## src/rtl/sha_pkg.sv

```systemverilog
`default_nettype none
package sha_pkg;
  typedef enum logic [2:0] {
    ST_LOAD, ST_INIT, ST_ROUND, ST_ADD, ST_PAD, ST_EMIT
  } state_t;

  typedef struct packed {
    logic wr_byte;     // store in_msg_byte at fill pointer, count length
    logic wr_pad;      // store the pad byte for the current pad position
    logic init;        // load working vars from hash words
    logic round;       // one compression round
    logic add;         // fold working vars into hash words
    logic emit_shift;  // rotate hash words for output
    logic clear;       // back to initial values
  } cmd_t;

  typedef struct packed {
    logic [5:0] fill;
    logic [5:0] rnd;
    logic       end_pending;
    logic       last_blk;    // the block being padded carries the length
  } stat_t;

  localparam logic [31:0] H_INIT [8] = '{
    32'h6a09e667, 32'hbb67ae85, 32'h3c6ef372, 32'ha54ff53a,
    32'h510e527f, 32'h9b05688c, 32'h1f83d9ab, 32'h5be0cd19};

  localparam logic [31:0] ROUND_K [64] = '{
    32'h428a2f98, 32'h71374491, 32'hb5c0fbcf, 32'he9b5dba5, 32'h3956c25b, 32'h59f111f1,
    32'h923f82a4, 32'hab1c5ed5, 32'hd807aa98, 32'h12835b01, 32'h243185be, 32'h550c7dc3,
    32'h72be5d74, 32'h80deb1fe, 32'h9bdc06a7, 32'hc19bf174, 32'he49b69c1, 32'hefbe4786,
    32'h0fc19dc6, 32'h240ca1cc, 32'h2de92c6f, 32'h4a7484aa, 32'h5cb0a9dc, 32'h76f988da,
    32'h983e5152, 32'ha831c66d, 32'hb00327c8, 32'hbf597fc7, 32'hc6e00bf3, 32'hd5a79147,
    32'h06ca6351, 32'h14292967, 32'h27b70a85, 32'h2e1b2138, 32'h4d2c6dfc, 32'h53380d13,
    32'h650a7354, 32'h766a0abb, 32'h81c2c92e, 32'h92722c85, 32'ha2bfe8a1, 32'ha81a664b,
    32'hc24b8b70, 32'hc76c51a3, 32'hd192e819, 32'hd6990624, 32'hf40e3585, 32'h106aa070,
    32'h19a4c116, 32'h1e376c08, 32'h2748774c, 32'h34b0bcb5, 32'h391c0cb3, 32'h4ed8aa4a,
    32'h5b9cca4f, 32'h682e6ff3, 32'h748f82ee, 32'h78a5636f, 32'h84c87814, 32'h8cc70208,
    32'h90befffa, 32'ha4506ceb, 32'hbef9a3f7, 32'hc67178f2};

  localparam logic [7:0] PAD_BYTE = 8'h80;

  function automatic logic [31:0] rotr(input logic [31:0] x, input int n);
    rotr = (x >> n) | (x << (32 - n));
  endfunction
endpackage
`default_nettype wire

```

## src/rtl/sha_ctrl.sv

```systemverilog
`default_nettype none
module sha_ctrl
  import sha_pkg::*;
(
  input  wire logic  clk,
  input  wire logic  rst_n,
  input  wire logic  in_valid,
  output logic       in_ready,
  input  wire logic  in_byte_present,
  input  wire logic  in_message_end,
  output logic       out_valid,
  input  wire logic  out_ready,
  output logic [2:0] emit_idx,
  input  wire stat_t stat,
  output cmd_t       cmd,
  output logic       set_end,
  output logic       clr_end
);
  state_t     state_r, state_nxt;
  logic [2:0] emit_r, emit_nxt;
  logic       in_acc;

  assign in_acc   = in_valid && in_ready;
  assign emit_idx = emit_r;

  always_comb begin
    state_nxt = state_r;
    emit_nxt  = emit_r;
    case (state_r)
      ST_LOAD: begin
        if (in_acc) begin
          if (in_byte_present && stat.fill == 6'd63) state_nxt = ST_INIT;
          else if (in_message_end) state_nxt = ST_PAD;
        end
      end
      ST_INIT: state_nxt = ST_ROUND;
      ST_ROUND: if (stat.rnd == 6'd63) state_nxt = ST_ADD;
      ST_ADD: begin
        // After the block that holds the length, the digest goes out.
        if (!stat.end_pending) state_nxt = ST_LOAD;
        else if (stat.last_blk) state_nxt = ST_EMIT;
        else state_nxt = ST_PAD;
      end
      ST_PAD: begin
        // The pad sweep ends at a block boundary.
        if (stat.fill == 6'd63) state_nxt = ST_INIT;
      end
      ST_EMIT: begin
        if (out_ready) begin
          emit_nxt = emit_r + 3'd1;
          if (emit_r == 3'd7) state_nxt = ST_LOAD;
        end
      end
      default: state_nxt = ST_LOAD;
    endcase
  end

  always_comb begin
    cmd       = '0;
    in_ready  = 1'b0;
    out_valid = 1'b0;
    set_end   = 1'b0;
    clr_end   = 1'b0;
    case (state_r)
      ST_LOAD: begin
        in_ready    = 1'b1;
        cmd.wr_byte = in_acc && in_byte_present;
        set_end     = in_acc && in_message_end;
      end
      ST_INIT:  cmd.init  = 1'b1;
      ST_ROUND: cmd.round = 1'b1;
      ST_ADD:   cmd.add   = 1'b1;
      ST_PAD:   cmd.wr_pad = 1'b1;
      ST_EMIT: begin
        out_valid = 1'b1;
        cmd.emit_shift = out_ready;
        cmd.clear = out_ready && emit_r == 3'd7;
      end
      default: ;
    endcase
  end

  always_ff @(posedge clk) begin
    if (!rst_n) begin
      state_r <= ST_LOAD;
      emit_r  <= 3'd0;
    end else begin
      state_r <= state_nxt;
      emit_r  <= (state_r == ST_EMIT) ? emit_nxt : 3'd0;
    end
  end
endmodule
`default_nettype wire

```

## src/rtl/sha_dp.sv

```systemverilog
`default_nettype none
module sha_dp
  import sha_pkg::*;
(
  input  wire logic        clk,
  input  wire logic        rst_n,
  input  wire logic [7:0]  in_msg_byte,
  input  wire cmd_t        cmd,
  input  wire logic        set_end,
  input  wire logic        clr_end,
  input  wire logic [2:0]  emit_idx,
  output stat_t            stat,
  output logic [31:0]      out_digest_word,
  output logic [2:0]       out_word_index,
  output logic             out_last_word
);
  logic [31:0] h_r [8];
  logic [31:0] v_r [8];
  logic [31:0] w_r [16];
  logic [31:0] blk_r [16];
  logic [5:0]  fill_r, rnd_r;
  logic [63:0] len_r;
  logic        endp_r, final_r, padded_r;
  logic [31:0] w_t, s0, s1, t1, t2, e, a;
  logic [7:0]  pad_b;
  logic [4:0]  lane_hi;

  // Bytes are packed big-endian into the sixteen message words.
  assign lane_hi = 5'd31 - {fill_r[1:0], 3'b000};

  always_comb begin
    a  = v_r[0];
    e  = v_r[4];
    s1 = rotr(w_r[14], 17) ^ rotr(w_r[14], 19) ^ (w_r[14] >> 10);
    s0 = rotr(w_r[1], 7) ^ rotr(w_r[1], 18) ^ (w_r[1] >> 3);
    if (rnd_r < 6'd16)
      w_t = blk_r[rnd_r[3:0]];
    else
      w_t = s1 + w_r[9] + s0 + w_r[0];
    t1 = v_r[7] + (rotr(e, 6) ^ rotr(e, 11) ^ rotr(e, 25))
       + ((e & v_r[5]) ^ (~e & v_r[6])) + ROUND_K[rnd_r] + w_t;
    t2 = (rotr(a, 2) ^ rotr(a, 13) ^ rotr(a, 22))
       + ((a & v_r[1]) ^ (a & v_r[2]) ^ (v_r[1] & v_r[2]));
    // Pad byte: 0x80 first, zeros, then the length in the last eight slots
    // of the final block.
    if (!padded_r) pad_b = PAD_BYTE;
    else if (final_r && fill_r >= 6'd56) pad_b = len_r[8'd63 - {fill_r[2:0], 3'b000} -: 8];
    else pad_b = 8'h00;
  end

  // The final block is the one where the length still fits after the pad.
  logic final_nxt;
  assign final_nxt = padded_r ? final_r : (fill_r < 6'd56);

  assign stat = '{fill: fill_r, rnd: rnd_r, end_pending: endp_r, last_blk: final_r};

  assign out_digest_word = h_r[0];
  assign out_word_index  = emit_idx;
  assign out_last_word   = (emit_idx == 3'd7);

  always_ff @(posedge clk) begin
    if (cmd.wr_byte) blk_r[fill_r[5:2]][lane_hi -: 8] <= in_msg_byte;
    if (cmd.wr_pad)  blk_r[fill_r[5:2]][lane_hi -: 8] <= pad_b;
    if (cmd.round) begin
      for (int i = 0; i < 15; i++) w_r[i] <= w_r[i + 1];
      w_r[15] <= w_t;
      for (int i = 1; i < 8; i++) v_r[i] <= v_r[i - 1];
      v_r[4] <= v_r[3] + t1;
      v_r[0] <= t1 + t2;
    end
    if (cmd.init) for (int i = 0; i < 8; i++) v_r[i] <= h_r[i];
  end

  always_ff @(posedge clk) begin
    if (!rst_n || cmd.clear) begin
      for (int i = 0; i < 8; i++) h_r[i] <= H_INIT[i];
      fill_r <= 6'd0; len_r <= 64'd0; rnd_r <= 6'd0;
      endp_r <= 1'b0; final_r <= 1'b0; padded_r <= 1'b0;
    end else begin
      if (cmd.wr_byte) begin
        fill_r <= fill_r + 6'd1;
        len_r  <= len_r + 64'd8;
      end
      if (set_end || clr_end) endp_r <= set_end;
      if (cmd.wr_pad) begin
        fill_r   <= fill_r + 6'd1;
        padded_r <= 1'b1;
        final_r  <= final_nxt;
      end
      if (cmd.init) rnd_r <= 6'd0;
      if (cmd.round) rnd_r <= rnd_r + 6'd1;
      if (cmd.add) begin
        for (int i = 0; i < 8; i++) h_r[i] <= h_r[i] + v_r[i];
        // A pad block that was not final means one more (final) block follows.
        if (padded_r && !final_r) final_r <= 1'b1;
      end
      if (cmd.emit_shift)
        for (int i = 0; i < 8; i++) h_r[i] <= h_r[(i + 1) % 8];
    end
  end
endmodule
`default_nettype wire

```

## src/rtl/sha256_stream_hasher.sv

```systemverilog
// SHA-256 hasher over a byte stream.
// Input channel: in_valid/in_ready with in_msg_byte, in_byte_present and
// in_message_end. A word with byte_present appends one byte; a word with
// message_end (byte first, if present) finishes the message.
// Output channel: out_valid/out_ready carries the eight digest words H0..H7
// in order, with out_word_index and out_last_word on the eighth.
// Plain bytes are taken one per cycle while in_ready is high; every 64th
// byte starts a compression (load, 64 rounds of the single round unit,
// add). A message end runs a pad sweep to the end of the block plus its
// compression, one or two blocks, then the digest words, one per cycle
// while out_ready is high.
// Input is not taken during compression, padding or digest output.
// A stalled receiver holds the current digest word until it is taken.
// Reset loads the initial hash values and clears the byte and bit counts;
// the block is ready for input in the first cycle after reset.
`default_nettype none
module sha256_stream_hasher
  import sha_pkg::*;
(
  input  wire logic        clk,
  input  wire logic        rst_n,
  input  wire logic        in_valid,
  output logic             in_ready,
  input  wire logic [7:0]  in_msg_byte,
  input  wire logic        in_byte_present,
  input  wire logic        in_message_end,
  output logic             out_valid,
  input  wire logic        out_ready,
  output logic [31:0]      out_digest_word,
  output logic [2:0]       out_word_index,
  output logic             out_last_word
);
  cmd_t       cmd;
  stat_t      stat;
  logic [2:0] emit_idx;
  logic       set_end, clr_end;

  sha_ctrl u_ctrl (
    .clk, .rst_n, .in_valid, .in_ready, .in_byte_present, .in_message_end,
    .out_valid, .out_ready, .emit_idx, .stat, .cmd, .set_end, .clr_end
  );

  sha_dp u_dp (
    .clk, .rst_n, .in_msg_byte, .cmd, .set_end, .clr_end, .emit_idx, .stat,
    .out_digest_word, .out_word_index, .out_last_word
  );
endmodule
`default_nettype wire

```

## config.mk

```make
export PLATFORM = sky130hd
export DESIGN_NAME = sha256_stream_hasher
export DESIGN_NICKNAME = d
export VERILOG_FILES = /design/src/rtl/sha_pkg.sv /design/src/rtl/sha_ctrl.sv /design/src/rtl/sha_dp.sv /design/src/rtl/sha256_stream_hasher.sv
export SDC_FILE = /design/constraint.sdc
export NUM_CORES = 2
export LEC_CHECK = 0
export ABC_AREA = 1
export BUFFER_PORTS_ARGS = -buffer_cell sky130_fd_sc_hd__buf_2
export CORE_MARGIN = 4
export CORE_UTILIZATION = 55
export DETAILED_ROUTE_END_ITERATION = 12
export GPL_TIMING_DRIVEN = 1
export HOLD_SLACK_MARGIN = 0.15
export PLACE_DENSITY = 0.76
export SYNTH_ARGS = -nofsm -noshare
export SYNTH_HDL_FRONTEND = slang
export SYNTH_SLANG_ARGS = --single-unit
```

## constraint.sdc

```tcl
create_clock -name clk -period 17.1 [get_ports clk]
set_input_delay 0 -clock clk [delete_from_list [all_inputs] [get_ports clk]]
set_output_delay 0 -clock clk [all_outputs]
set_load 0.02 [all_outputs]
```

==> results by group <==
Status
  – Status: finished clean

Final layout
  – Final Instance Area: 102000 µm²
  – Storage element area: 47900 µm²
  – Fin nets: 10300
  – Area grow syn2layout: 8.82%
  – Fin cells: 12100
  – Commonest non-fill, non-tap cell in the layout: nand2_1
  – Share of layout cells above drive strength 1: 4.92%
  – Most frequent cells in the layout: 1680 x nand2_1, 1536 x edfxtp_1, 1172 x inv_1
  – Fillcell total: 14300
  – Multi-input logic area: 39600 µm²

Clocking
  – Clock Pin Slew Worst Setup and Hold Paths: 70 ps
  – Clock Path Buffers: 3
  – Clock buffer count from CTS: 173
  – CTS H-tree depth: 4
  – Clk root buf: clkbuf_16
  – CTS tree: done
  – Clk_lat worst skew: 860 ps
  – Clk sink count: 1622

Hold path
  – Hold WC Path Type: input port to flip-flop

Setup path
  – Crit Path Category: flip-flop to flip-flop
  – CP arrival: 10970 ps
  – Setup crit end kind: flip-flop
  – Required time of the worst setup path: 17640 ps
  – Slowest Stage Delay on Critical Path: 760 ps
  – Most common cell on crit path: inv_1
  – Critical Path Fanout Max: 5
  – WP buf/inv: 9
  – CP top delay family: adder cells
  – Critical path's slowest cell: o21ai_0
  – Nature of the critical path startpoint: flip-flop

Logic synthesis
  – Ys Warns: 0
  – Sequential area share after synthesis: 51.2%
  – Syn Std Cell Area: 93400 µm²
  – Most used DFF post-synth: edfxtp_1
  – Synth cell types: 64
  – EDFF count, synth: 1536
  – Synth async-reset ratio: 0%
  – Syn_nets: 10400
  – Post-Syn Instances: 9779
  – Synthesized flop and latch total: 1622
  – Synth Area per Inst: 9.56 µm²

Timing
  – Final hold vios: 0
  – Final WS setup: 6670 ps
  – Tmin final: 10430 ps
  – Total negative slack: 0 ps
  – Tcrit/Tclk final: 61.0%
  – RSZ-0062 raised after global routing: no
  – Max Fclk: 0.0959 GHz
  – Actual slew at the worst max-slew pin: 1350 ps
  – Max transition margin: 9.27%
  – Setup Skew: 67.7 ps
  – Final setup violation count: 0
  – Pins Over Slew Limit: 0

Placed design
  – Port Buf Inserts: 51
  – Gpl congestion: 1.05
  – Cell Area, Placed: 95600 µm²
  – DP Cell Count: 11700
  – Pre-CTS setup slack: 7000 ps
  – HPWL after DPL: 254000 µm

Routing
  – Wire per inst: 28.1 µm
  – DRT antenna net count: 0
  – Total wire length: 340000 µm
  – Initial DRC Count: 9526
  – Vias: 75100
  – First-pass DRT Iterations: 8
  – Vias per cell: 6.21
  – Remaining DRCs: 0

Flow run
  – Total of max-cap violations: 0

Die
  – Core area: 169000 µm²
  – Row count: 151
  – Die area: 177000 µm²
  – Starting Density: 55.3%
  – I/O Pins: 52
  – Die Span Y: 420 µm
  – Chip Width: 420 µm

Global route
  – Grt ovf: 0
  – Vias in the first global route: 71300
  – GR Util All Layers: 37.9%
  – First-pass GRT wire length: 487000 µm
  – Initial antenna violation count: 18
  – Largest net degree at the start of global routing: 199
## routing by layer
layer / vias up / routed length [µm] / track usage [%]
met5: - / 110 / 0
met4: 12 / 22700 / 21.1
met3: 844 / 31200 / 6.37
met2: 4265 / 155000 / 59.5
met1: 36400 / 132000 / 50.2
li1: 33700 / - / -
## Yosys cell counts, drive strengths merged, types with 96 or more instances
cell type  instances  area [µm²]
o21ai            986        4930
o221ai            97         850
nor2             859        3270
a21oi            688        3450
nand2           1690        6360
o22ai             96         601
xnor2            196        1720
clkbuf           312        1170
nand3            336        1680
ha               410        5130
fa               195        3900
inv             1181        4430
edfxtp          1536       46100
xor2             235        2060
nor3             151         777
## what timing repair did
action	in CTS	in global routing
hold buffers	19	0
endpoints found under the hold margin	578	0
gates resized for setup	0	0
buffers inserted	0	0
endpoints found under the setup margin	0	0
## stage by stage
step	hold slack [ps]	util, %
floorplan	140	-
global placement	291	56.6
detailed placement	306	56.6
CTS	150	60.1
global route	264	60.1
finish	237	60.1
## final cells by class
class / instances / share of cell area (%)
Antenna cell: 8 / 0.0197
Clock buffer: 199 / 4.35
Clock inverter: 123 / 1.39
Inverter: 1187 / 4.40
Multi-Input combinational cell: 6586 / 38.9
Sequential cell: 1622 / 47.1
Tap cell: 2218 / 2.73
Timing Repair Buffer: 155 / 1.10
## final timing paths
check	startpoint	end	slack, ps	depth (start not counted)
hold reg to reg	u_dp.w_r[1][164]	u_dp.w_r[1][132]	400	0
hold / removal	in_message_end	u_dp.endp_r	240	6
setup / recovery	u_dp.w_r[0][53]	u_dp.v_r[0][27]	6670	42
setup reg to reg	u_dp.w_r[0][53]	u_dp.v_r[0][27]	6670	42
## sequential cells by signal (all words and copies together), names as in the netlist, named ones only
| register | count |
|---|---|
| u_dp.blk_r | 512 |
| u_dp.w_r | 512 |
| u_dp.h_r | 256 |
| u_dp.v_r | 256 |
| u_dp.len_r | 61 |
| u_dp.fill_r | 6 |
| u_dp.rnd_r | 6 |
| u_ctrl.emit_idx | 3 |
| u_ctrl.state_r | 3 |
| u_dp.endp_r | 1 |
| u_dp.final_r | 1 |
| u_dp.padded_r | 1 |
## worst min-delay path, stage by stage
cell and delay [ps]:
dlygate4sd3_1 520, buf_2 100, inv_1 90, nor3_1 180, o21ai_0 90, inv_1 50
## cell families (layout without fill, tap and decap cells)
group | count (synthesis) | after routing | synth area share (%)
buffers and inverters | 1571 | 1664 | 6.48
AND/OR/NAND/NOR | 3205 | 3205 | 14.1
other | 0 | 8 | 0
multiplexers | 28 | 28 | 0.300
adder cells (fa/ha/maj) | 617 | 617 | 9.80
XOR/XNOR | 431 | 431 | 4.04
AO/OA/AOI/OAI | 2305 | 2305 | 14.1
flip-flops | 1622 | 1622 | 51.2
Power is not shown: default switching activity piles up to over one toggle a cycle in this logic, so the estimate is an artifact.
